--- config.mk ---
export PLATFORM = sky130hd
export DESIGN_NAME = text_to_utf8_transcoder_core
export DESIGN_NICKNAME = d
export VERILOG_FILES = /design/src/design/t2u_pkg.sv /design/src/design/t2u_decode.sv /design/src/design/t2u_outbuf.sv /design/src/design/text_to_utf8_transcoder_core.sv
export SDC_FILE = /design/constraint.sdc
export NUM_CORES = 1
export LEC_CHECK = 0
export BUFFER_PORTS_ARGS = -buffer_cell sky130_fd_sc_hd__clkbuf_2
export CAP_MARGIN = 10
export CORE_MARGIN = 2
export CORE_UTILIZATION = 49
export CTS_CLUSTER_SIZE = 20
export DETAILED_ROUTE_END_ITERATION = 8
export PLACE_DENSITY = 0.75
export SKIP_CTS_REPAIR_TIMING = 1
export SYNTH_ARGS = -nofsm -noshare
export SYNTH_HDL_FRONTEND = slang
export SYNTH_HIERARCHICAL = 1
export SYNTH_SLANG_ARGS = --single-unit
--- constraint.sdc ---
create_clock -name clk -period 3.4 [get_ports clk]
set_input_delay 0.85 -clock clk [delete_from_list [all_inputs] [get_ports clk]]
set_output_delay 0.85 -clock clk [all_outputs]
set_load 0.03 [all_outputs]
--- src/design/t2u_pkg.sv ---
// Package for the text to UTF-8 transcoder: item structs, encoding codes,
// the internal result-group struct and the UTF-8 encode function.
// No dependencies.
package t2u_pkg;

    // Source encoding codes (value 3 behaves as copy)
    localparam logic [1:0] ENC_LATIN1 = 2'd0;
    localparam logic [1:0] ENC_UTF16  = 2'd1;
    localparam logic [1:0] ENC_COPY   = 2'd2;

    localparam logic [15:0] MARK_NATIVE  = 16'hFEFF;
    localparam logic [15:0] MARK_SWAPPED = 16'hFFFE;
    localparam logic [7:0]  MARK_HI      = 8'hFE;
    localparam logic [7:0]  MARK_LO      = 8'hFF;

    localparam logic [15:0] MAX_ONE_BYTE = 16'h007F;
    localparam logic [15:0] MAX_TWO_BYTE = 16'h07FF;
    localparam logic [7:0]  LEAD_TWO     = 8'hC0;
    localparam logic [7:0]  LEAD_THREE   = 8'hE0;
    localparam logic [7:0]  CONT_MARK    = 8'h80;

    typedef struct packed {
        logic [7:0] data_byte;
        logic       last_byte;
    } in_item_t;

    typedef struct packed {
        logic [7:0] out_byte;
        logic       has_data;
        logic       run_last;
        logic       string_end;
    } out_item_t;

    // Up to three UTF-8 bytes of one input item
    typedef struct packed {
        logic [2:0][7:0] bytes;
        logic [1:0]      cnt;
        logic            has_data;
        logic            string_end;
    } t2u_grp_t;

    typedef struct packed {
        logic [2:0][7:0] bytes;
        logic [1:0]      cnt;
    } t2u_enc_t;

    function automatic t2u_enc_t t2u_encode(input logic [15:0] cp);
        t2u_enc_t r;
        r.bytes = '0;
        if (cp <= MAX_ONE_BYTE) begin
            r.bytes[0] = cp[7:0];
            r.cnt      = 2'd1;
        end else if (cp <= MAX_TWO_BYTE) begin
            r.bytes[0] = LEAD_TWO | {3'b000, cp[10:6]};
            r.bytes[1] = CONT_MARK | {2'b00, cp[5:0]};
            r.cnt      = 2'd2;
        end else begin
            r.bytes[0] = LEAD_THREE | {4'b0000, cp[15:12]};
            r.bytes[1] = CONT_MARK | {2'b00, cp[11:6]};
            r.bytes[2] = CONT_MARK | {2'b00, cp[5:0]};
            r.cnt      = 2'd3;
        end
        return r;
    endfunction

endpackage

--- src/design/t2u_decode.sv ---
// Decode stage: source encoding register, UTF-16 pairing state and the
// per-item encode into a result group. Depends on t2u_pkg.
module t2u_decode (
    input  logic              clk,
    input  logic              rst_n,
    input  logic              cfg_we,
    input  logic [1:0]        cfg_data,
    input  logic              accept,
    input  t2u_pkg::in_item_t in_item,
    output logic              grp_need,
    output logic              grp_load,
    output t2u_pkg::t2u_grp_t grp
);
    import t2u_pkg::*;

    logic [1:0] enc_reg;
    logic [7:0] held_reg,   held_next;
    logic       half_reg,   half_next;
    logic       le_reg,     le_next;
    logic       first_reg,  first_next;

    logic       bom_le, bom_be, order_le, drop;
    logic [15:0] unit;
    t2u_enc_t   enc;

    always_comb
    begin
        bom_le   = first_reg && held_reg == MARK_LO && in_item.data_byte == MARK_HI;
        bom_be   = first_reg && held_reg == MARK_HI && in_item.data_byte == MARK_LO;
        order_le = first_reg ? bom_le : le_reg;
        unit     = order_le ? {in_item.data_byte, held_reg} : {held_reg, in_item.data_byte};
        drop     = bom_le || bom_be || unit == MARK_NATIVE || unit == MARK_SWAPPED;

        held_next  = held_reg;
        half_next  = half_reg;
        le_next    = le_reg;
        first_next = first_reg;
        enc        = '0;

        case (enc_reg)
            ENC_LATIN1:
            begin
                enc = t2u_encode({8'h00, in_item.data_byte});
            end
            ENC_UTF16:
            begin
                if (!half_reg)
                begin
                    held_next = in_item.data_byte;
                    half_next = 1'b1;
                end
                else
                begin
                    half_next  = 1'b0;
                    first_next = 1'b0;
                    le_next    = order_le;
                    if (!drop)
                    begin
                        enc = t2u_encode(unit);
                    end
                end
            end
            default:
            begin
                enc.bytes[0] = in_item.data_byte;
                enc.cnt      = 2'd1;
            end
        endcase

        // End of string: restart pairing state
        if (in_item.last_byte)
        begin
            held_next  = '0;
            half_next  = 1'b0;
            le_next    = 1'b0;
            first_next = 1'b1;
        end

        grp.bytes      = enc.bytes;
        grp.has_data   = enc.cnt != 2'd0;
        grp.cnt        = grp.has_data ? enc.cnt : 2'd1;
        grp.string_end = in_item.last_byte;
        // Only items that leave a result group need the result register
        grp_need       = grp.has_data || in_item.last_byte;
        grp_load       = accept && grp_need;
    end

    always_ff @(posedge clk or negedge rst_n)
    begin
        if (!rst_n)
        begin
            enc_reg   <= ENC_LATIN1;
            held_reg  <= '0;
            half_reg  <= 1'b0;
            le_reg    <= 1'b0;
            first_reg <= 1'b1;
        end
        else if (cfg_we)
        begin
            enc_reg   <= cfg_data;
            held_reg  <= '0;
            half_reg  <= 1'b0;
            le_reg    <= 1'b0;
            first_reg <= 1'b1;
        end
        else if (accept)
        begin
            held_reg  <= held_next;
            half_reg  <= half_next;
            le_reg    <= le_next;
            first_reg <= first_next;
        end
    end

endmodule

--- src/design/t2u_outbuf.sv ---
// Result register: holds one result group and hands its bytes out one per
// cycle while out_stall is low. Depends on t2u_pkg.
module t2u_outbuf (
    input  logic               clk,
    input  logic               rst_n,
    input  logic               grp_load,
    input  t2u_pkg::t2u_grp_t  grp,
    output logic               can_load,
    output logic               out_valid,
    input  logic               out_stall,
    output t2u_pkg::out_item_t out_item
);
    import t2u_pkg::*;

    logic      valid_reg;
    t2u_grp_t  grp_reg;
    logic [1:0] idx_reg;
    logic      fire, last_slot;

    assign fire      = valid_reg && !out_stall;
    assign last_slot = idx_reg == 2'(grp_reg.cnt - 2'd1);
    assign can_load  = !valid_reg || (fire && last_slot);

    assign out_valid           = valid_reg;
    assign out_item.out_byte   = grp_reg.bytes[idx_reg];
    assign out_item.has_data   = grp_reg.has_data;
    assign out_item.run_last   = last_slot;
    assign out_item.string_end = grp_reg.string_end;

    always_ff @(posedge clk or negedge rst_n)
    begin
        if (!rst_n)
        begin
            valid_reg <= 1'b0;
            idx_reg   <= '0;
        end
        else if (grp_load)
        begin
            valid_reg <= 1'b1;
            idx_reg   <= '0;
        end
        else if (fire && last_slot)
        begin
            valid_reg <= 1'b0;
        end
        else if (fire)
        begin
            idx_reg <= idx_reg + 2'd1;
        end
    end

    always_ff @(posedge clk)
    begin
        if (grp_load)
        begin
            grp_reg <= grp;
        end
    end

endmodule

--- src/design/text_to_utf8_transcoder_core.sv ---
// Top level of the text to UTF-8 transcoder: decode stage and result register.
// Depends on t2u_pkg, t2u_decode and t2u_outbuf.
//
//  channel | direction | handshake            | payload
//  --------+-----------+----------------------+------------------------------
//  in      | input     | in_valid / in_stall   | in_item  (data_byte, last_byte)
//  out     | output    | out_valid / out_stall | out_item (out_byte, has_data,
//          |           |                       |           run_last, string_end)
//  cfg     | input     | cfg_valid / cfg_ready | cfg_data (source_encoding)
//
// An item is decoded in the cycle it is accepted; its first result shows
// in the next cycle. The result register sends one byte per cycle while
// out_stall is low. An item gives 0 to 3 result bytes: a Latin-1 byte 1 or
// 2, a UTF-16 pair up to 3. Items with no result (first half of a unit,
// dropped mark) are accepted at once, even while the result register drains,
// unless they end the string. out_stall holds the result register and,
// through it, stalls any input item that has results; reset selects
// Latin-1 with big-endian order and a mark check pending.
module text_to_utf8_transcoder_core (
    input  logic               clk,
    input  logic               rst_n,
    input  logic               in_valid,
    output logic               in_stall,
    input  t2u_pkg::in_item_t  in_item,
    output logic               out_valid,
    input  logic               out_stall,
    output t2u_pkg::out_item_t out_item,
    input  logic               cfg_valid,
    output logic               cfg_ready,
    input  logic [1:0]         cfg_data
);
    import t2u_pkg::*;

    logic     accept;
    logic     grp_need;
    logic     grp_load;
    logic     can_load;
    t2u_grp_t grp;

    // Config is for the user to write only while idle; the block has no check for it. Take it at once
    assign cfg_ready = 1'b1;

    // Stall only an item that leaves a result group while the result register
    // is still busy; items with no result advance the pairing state at once
    assign in_stall = grp_need && !can_load;
    assign accept   = in_valid && !in_stall;

    t2u_decode u_decode (
        .clk      (clk),
        .rst_n    (rst_n),
        .cfg_we   (cfg_valid && cfg_ready),
        .cfg_data (cfg_data),
        .accept   (accept),
        .in_item  (in_item),
        .grp_need (grp_need),
        .grp_load (grp_load),
        .grp      (grp)
    );

    t2u_outbuf u_outbuf (
        .clk       (clk),
        .rst_n     (rst_n),
        .grp_load  (grp_load),
        .grp       (grp),
        .can_load  (can_load),
        .out_valid (out_valid),
        .out_stall (out_stall),
        .out_item  (out_item)
    );

`ifndef NO_ASSERTIONS
    // A group may overlap a busy result register only as its last byte leaves
    a_accept_busy: assert property (@(posedge clk) disable iff (!rst_n)
        grp_load && out_valid |-> !out_stall && out_item.run_last)
        else $error("result group loaded over a pending result group");

    // The end-only marker closes a string and its item
    a_marker: assert property (@(posedge clk) disable iff (!rst_n)
        out_valid && !out_item.has_data |-> out_item.run_last && out_item.string_end)
        else $error("end-only marker without run_last and string_end");

    // Bytes of one item follow without a gap
    a_no_gap: assert property (@(posedge clk) disable iff (!rst_n)
        out_valid && !out_stall && !out_item.run_last |=> out_valid)
        else $error("result group ended early");

    // A loaded group always shows on the output next cycle
    a_load_shows: assert property (@(posedge clk) disable iff (!rst_n)
        grp_load |=> out_valid)
        else $error("loaded result group not presented");
`endif

endmodule

## Yosys cells after proc, flatten, opt, wreduce, memory -nomap -nowiden

Index checks and enable logic that the tools add are counted.

- Add/sub/neg operators: 2
- $lt $le $gt $ge: 4
- Equal/unequal tests: 10
- Mux-type cells: 39
- Reductions and logical operators: 29

Operators by type and width:

| kind | count |
|---|---|
| two-way mux 8 bit | 8 |
| two-way mux 26 bit | 2 |
| two-way mux 16 bit | 3 |
| == test 16 bit, second input constant | 2 |
| == test 8 bit, second input constant | 4 |
| one-hot mux 16 bit (2 select lines) | 1 |
| two-way mux 10 bit | 2 |
| one-hot mux 10 bit (2 select lines) | 1 |
| two-way mux 1 bit | 18 |
| binary-select mux 8 bit (select 2 bit) | 1 |
| less-or-equal comparator 16 x 11 -> 1 bit, second input constant | 1 |
| less-or-equal comparator 16 x 7 -> 1 bit, second input constant | 1 |
| logical AND 1 bit | 9 |
| less-or-equal comparator 8 x 7 -> 1 bit, second input constant | 1 |
| nonzero test 2 bit | 4 |
| two-way mux 2 bit | 3 |
| AND reduction 3 bit | 2 |
| nonzero test 3 bit | 2 |
| logical OR 1 bit | 5 |
| logical NOT 1 bit | 4 |
| AND reduction 2 bit | 2 |
| < comparator 2 x 3 -> 1 bit, second input constant | 1 |
| inequality test 3 bit, second input constant | 1 |
| adder 2 x 1 -> 2 bit, second input constant | 1 |
| other kinds (5) | 5 |

- Flip-flop bits (word level): 44
- Input bits: 16
- Output and inout bits: 14
- Word-level logic and storage cells: 97

## Longest topological paths before layout

Gate-level depths: netlist of run 1.

- Word-level depth: 19
- Gate-level depth with buffers: 12

## Cells and area by module

The synthesis of run 1 kept the hierarchy.

By module, submodules not included:

| module | times used | cells each | area each (sq um) | sequential area each (sq um) |
|---|---|---|---|---|
| t2u_decode | 1 | 190 | 1447.6 | 326.6 |
| t2u_outbuf | 1 | 79 | 1237.4 | 915.9 |
| text_to_utf8_transcoder_core | 1 | 4 | 33.8 | 0.0 |

## Worst setup path before layout of run 1

Ideal clock, no wire load.

- Path type: input to register
- From: input port in_item[3] in the netlist's numbering
- To: register u_outbuf.idx_reg[0]
- Setup time: 0.143 ns
- Arrival time: 3.614 ns
- Path slack: -0.358 ns
- Stages: 11
- Path through: buf_2 -> nand4_1 -> or4_4 -> o211ai_2 -> nand2_1 -> or2_2 -> nor2b_4 -> nor2b_2 -> and2_1 -> o21bai_1 -> a311oi_1

RTL lines:

| item | RTL line | RTL |
|---|---|---|
| start, declared | text_to_utf8_transcoder_core.sv:24 | `input t2u_pkg::in_item_t in_item,` |
| end signal, assigned | t2u_outbuf.sv:48 | `idx_reg <= idx_reg + 2'd1;` |
| end, declared | t2u_outbuf.sv:17 | `logic [1:0] idx_reg;` |

==> results of run 1 <==
==> metal layers <==
layer,up-vias,part of all wire (%)
met5,-,0
met4,0,1.5
met2,88,49
met3,9,6.4
li1,1079,-
met1,1050,43
==> final cells by class <==
cell class	count	area, um^2
clock buffer	5	68.8
clock inverter	3	46.3
fill	473	2310
inverter	4	15.0
multi-input combinational	200	1340
sequential	44	1240
tap	72	90.1
timing repair buffer	51	325
==> cell usage in the layout, fill, tap and decap left out, types with 5 or more instances in the layout <==
cell type	Yosys	routed
a21oi_1	10	10
a211oi_1	6	6
clkbuf_2	1	27
a22oi_1	5	5
nand2b_1	11	11
nor2b_1	7	7
nand2_1	27	27
dfrtp_1	15	15
mux2i_1	17	17
nand3_1	5	5
buf_4	8	22
o21ai_0	21	20
nor2_1	14	14
clkbuf_8	0	5
edfxtp_1	28	28
nor3_1	5	5
a22o_1	8	8
==> worst max-delay path by stage <==
stage | depth (start not counted) | start | end | slack [ns]
2_1_floorplan | 11 | in_item[3] | u_decode/held_reg[0]$_DFFE_PN0P_ | 0.03
6_report | 8 | in_item[3] | in_stall | 0.09
3_3_place_gp | 8 | in_item[3] | in_stall | 0.05
4_1_cts | 8 | in_item[3] | in_stall | -0.003
5_1_grt | 8 | in_item[3] | in_stall | 0.02
3_5_place_dp | 12 | in_item[3] | u_decode/held_reg[4]$_DFFE_PN0P_ | -0.008
==> per-stage QoR <==
step / setup WS, ns / cell area (um^2)
final: 0.0923 / 3130
after global routing: 0.0168 / 3130
after global placement: 0.0457 / 3000
after CTS: -0.00274 / 3110
after floorplan: 0.0308 / 2740
after detailed placement: -0.00761 / 3000
==> cells in the mapped netlist, drive strengths merged, types with 3 or more instances <==
library cell	n
buf	20
clkbuf	6
a22o	8
o21ai	25
or2	3
a22oi	5
mux2i	17
a21oi	10
mux2	4
nand3	5
a211oi	6
or3	3
nor2	14
nor4	3
o31ai	3
nand2b	11
edfxtp	28
nor2b	9
dfrtp	15
nand2	27
a31oi	3
nor3	6
inv	4
nand4	3
a2bb2oi	3
==> cells by family after synthesis <==
group | count (synthesis)
AO/OA/AOI/OAI | 82
XOR/XNOR | 2
AND/OR/NAND/NOR | 92
other | 2
buffers and inverters | 30
flip-flops | 44
multiplexers | 21
==> power breakdown <==
part / switching (W) / total [W] / internal [W] / leakage, nW
combinational: 0.000460 / 0.000725 / 0.000265 / 0.686
clock: 0.000192 / 0.000414 / 0.000221 / 0.0548
sequential: 0.0000683 / 0.000744 / 0.000676 / 0.476
total: 0.000721 / 0.00188 / 0.00116 / 1.22
==> results.yml, run 1 <==
global_route:
  grt_busiest_layer: "met2"
  grt_use_met1_pct: 27.9
  use_met3_pct: 4.94
  grt_usage_pct: 21.3
  grtUsageMet2_pct: 35.1
  grt_max_degree: 20
  grt_pass1_wl_um: 10300
  grt_remaining_overflow: 0
  antenna_found_initial: 0
  grt_pass1_vias: 2130
setup_path:
  r2r_cells: 11
  cp_slowest_cell: "or4_4"
  max_stage_delay_ns: 0.53
  r2r-end: "u_decode/held_reg[7]$_DFFE_PN0P_"
  path_class: "in2out"
  timing.critical_path.buf_inv: 2
  start_kind: "input port"
  worstSetupEndpointType: "output port"
  crit_required_ns: 2.55
  arrival_ns: 2.46
  critPathTopFamily: "simple AND/OR/NAND/NOR gates"
  r2r_slack_ns: 0.47
  path_cells: "clkbuf_2 -> nand4_1 -> or4_4 -> o211ai_2 -> nand2_1 -> or2_2 -> nor2b_4 -> buf_2"
  worstReg2RegStart: "u_decode/held_reg[1]$_DFFE_PN0P_"
  critPathMaxFanout: 3
sta:
  min_period_ns: 3.31
  finalSetupTns_ns: 0
  fmaxAchievable_ghz: 0.302
  skew_ns: 0.00470
  fin_crit_sh_pct: 97.3
  relSlewSlack_pct: 58.1
  setup-violations-final: 0
  slew_violations: 0
  worst_pin_slew_ns: 0.623
  hold_viol: 0
  rsz0062_at_grt: "no"
  whs_ns: 0.460
cts:
  clk_pin_slew_ns: 0.09
  cts_tree: "yes"
  cts_inserted_buffers: 5
  cts_max_path_buffers: 2
  htree_num_levels: 2
  cts_root_buf: "clkbuf_8"
  clock_sinks: 44
  clk-insertion-delay-late_ns: 0.30
synth:
  yosys_warnings: 6
  ys_seq_elements: 44
  synth_top_area_share_pct: 30.9
  synth_top_area_cell: "edfxtp_1"
  syn-instance-count: 273
  synth_cell_types: 65
  synth_xor_area_share_pct: 0.920
  synth_compound_area_share_pct: 21.0
  ys_seq_area_share_pct: 45.7
  synth_area_leaders: "edfxtp_1 31%, dfrtp_1 14%, mux2i_1 6.3%"
  synthAdderAreaFrac_pct: 0
  synth-edff-count: 28
  synth.area.mux_share_pct: 8.05
  synth-main-ff-cell: "edfxtp_1"
  synth_top_family_by_area: "compound AO/OA/AOI/OAI gates"
  ys_async_sr_fraction_pct: 36.4
  syn_area_um2: 2720
  syn_area_per_cell_um2: 9.96
  yosys.area_share.simple_pct: 18.0
floorplan:
  die_area_um2: 6160
  rows: 27
  initial_core_util_pct: 50.0
  io_pins: 30
  dieWidth_um: 78.5
  fp.coreArea_um2: 5440
  die_y_um: 78.5
route:
  drt_iter0_drc: 190
  antenna_left: 0
  drc: 0
  detail_route.vias_per_cell: 5.87
  vias: 2226
  firstDrtPassIters: 4
  routed_wl_um: 6290
  wl_per_cell_um: 16.6
finish:
  layout.cells.non_filler: 379
  finalNetCount: 322
  syn_to_final_growth_pct: 15.0
  drive_gt1_share_pct: 25.7
  fin_util_pct: 57.5
  antenna_cells: 0
  largest_reg_flops: 26
hold_path:
  hold_class: "in2async"
power:
  powerDensity_nw_per_um2: 602
  ir_drop_v: 0.000271
  p_leak_nw: 1.22
  finalPower_w: 0.00188
status:
  status: "completed"
placed_design:
  dp_hpwl_um: 4670
  io_buffers: 28
  gp_congestion: 0.892
  dp.cells: 369
flow_run:
  maxCapViolations: 0
No activity file was read; power rests on OpenSTA's default activity.
==> run 2, diff against run 1 <==
CORE_UTILIZATION = 32   (was 49)
PLACE_DENSITY = 0.55   (was 0.75)
==> results.yml, run 2 (synthesis results as in run 1) <==
setup_path:
  arrival_ns: 2.42
  start_kind: "input port"
  critPathTopFamily: "simple AND/OR/NAND/NOR gates"
  max_stage_delay_ns: 0.58
  timing.critical_path.buf_inv: 2
  worstSetupEndpointType: "output port"
  cp_slowest_cell: "or4_4"
  crit_required_ns: 2.55
  path_class: "in2out"
  path_cells: "clkbuf_2 -> nand4_1 -> or4_4 -> o211ai_2 -> nand2_1 -> or2_4 -> nor2b_4 -> buf_2"
  critPathMaxFanout: 3
sta:
  hold_viol: 0
  finalSetupTns_ns: 0
  fmaxAchievable_ghz: 0.306
  skew_ns: 0.0101
  worst_pin_slew_ns: 0.599
  relSlewSlack_pct: 60.0
  fin_crit_sh_pct: 96.2
  slew_violations: 0
  rsz0062_at_grt: "no"
  setup-violations-final: 0
  min_period_ns: 3.27
cts:
  clk_pin_slew_ns: 0.09
  htree_num_levels: 2
  cts_tree: "yes"
  clk-insertion-delay-late_ns: 0.31
  cts_root_buf: "clkbuf_8"
  cts_inserted_buffers: 5
  cts_max_path_buffers: 2
  clock_sinks: 44
finish:
  largest_reg_flops: 26
  drive_gt1_share_pct: 26.5
  syn_to_final_growth_pct: 17.4
  layout_common_cells: "28 x edfxtp_1, 27 x clkbuf_2, 27 x nand2_1, 25 x buf_4, 20 x o21ai_0"
  finalNetCount: 325
  antenna_cells: 0
  layout_commonest_cell: "edfxtp_1"
  layout.cells.non_filler: 415
power:
  ir_drop_v: 0.000178
  p_leak_nw: 1.24
  powerDensity_nw_per_um2: 592
global_route:
  grt_max_degree: 27
  antenna_found_initial: 0
  grt_remaining_overflow: 0
  grt_usage_pct: 16.0
  grt_pass1_wl_um: 11200
  grt_pass1_vias: 2162
hold_path:
  hold_class: "in2async"
floorplan:
  die_area_um2: 9250
  fp.coreArea_um2: 8220
  dieWidth_um: 96.2
  die_y_um: 96.2
  io_pins: 30
  rows: 33
  initial_core_util_pct: 33.1
route:
  firstDrtPassIters: 4
  wl_per_cell_um: 16.2
  detail_route.vias_per_cell: 5.36
  antenna_left: 0
  drc: 0
  drt_iter0_drc: 175
  routed_wl_um: 6740
  vias: 2223
flow_run:
  maxCapViolations: 0
status:
  status: "completed"
placed_design:
  gp_congestion: 0.874
  dp_hpwl_um: 4980
  dp.cells: 406
  io_buffers: 28
## run 2: cell count changes in the layout (fill, tap and decap cells not counted), sizes merged
cell	previous run	this run
buf	24	27
## run 2: worst paths after layout
kind | startpoint | end | slack (ns) | cells past startpoint
worst max-delay path | in_item[3] | in_stall | 0.13 | 8
worst min-delay path | rst_n | u_decode/held_reg[2]$_DFFE_PN0P_ | 0.46 | 1
worst max register to register | u_decode/held_reg[2]$_DFFE_PN0P_ | u_decode/held_reg[0]$_DFFE_PN0P_ | 0.52 | 11
worst min register to register | u_outbuf/grp_reg[2]$_DFFE_PP_ | u_outbuf/idx_reg[0]$_DFFE_PN0P_ | 0.54 | 1
max in group asynchronous | rst_n | u_decode/first_reg$_DFFE_PN1P_ | 2.59 | 1
min in group clk | u_outbuf/grp_reg[2]$_DFFE_PP_ | u_outbuf/idx_reg[0]$_DFFE_PN0P_ | 0.54 | 1
## run 2: per-layer routing
| metal | track usage [%] | vias to the layer above | part of all wire (%) |
|---|---|---|---|
| met1 | 22.8 | 1070 | 47 |
| li1 | - | 1089 | - |
| met3 | 2.90 | 7 | 5.5 |
| met2 | 24.4 | 57 | 46 |
| met4 | 5.24 | 0 | 1.5 |
| met5 | 0 | - | 0 |
## run 2: area by class of cell
class | instances | area (um^2)
repair buffers | 54 | 348
fillers | 839 | 5020
clock inverters | 3 | 46.3
flip-flops and latches | 44 | 1240
multi-input cells | 200 | 1340
clock buffers | 5 | 68.8
well taps | 105 | 131
inverters | 4 | 15.0
## run 2: power by group
part	switching, W	leakage [nW]	total, W	internal [W]
clock	0.000199	0.0548	0.000421	0.000222
combinational	0.000463	0.706	0.000730	0.000267
sequential	0.0000651	0.476	0.000741	0.000676
total	0.000727	1.24	0.00189	0.00116
## run 2: through the flow
step	hold slack (ns)	total power, W	cell area, um^2	setup slack (ns)	util, %
after detailed placement	0.533	0.00149	3070	0.0307	37.3
after floorplan	0.487	0.00128	2740	0.0308	-
final	0.462	0.00189	3190	0.128	38.8
after global placement	0.525	0.00148	3070	0.0305	37.3
after global routing	0.492	0.00200	3190	0.0201	38.8
after CTS	0.486	0.00191	3180	0.0248	38.7
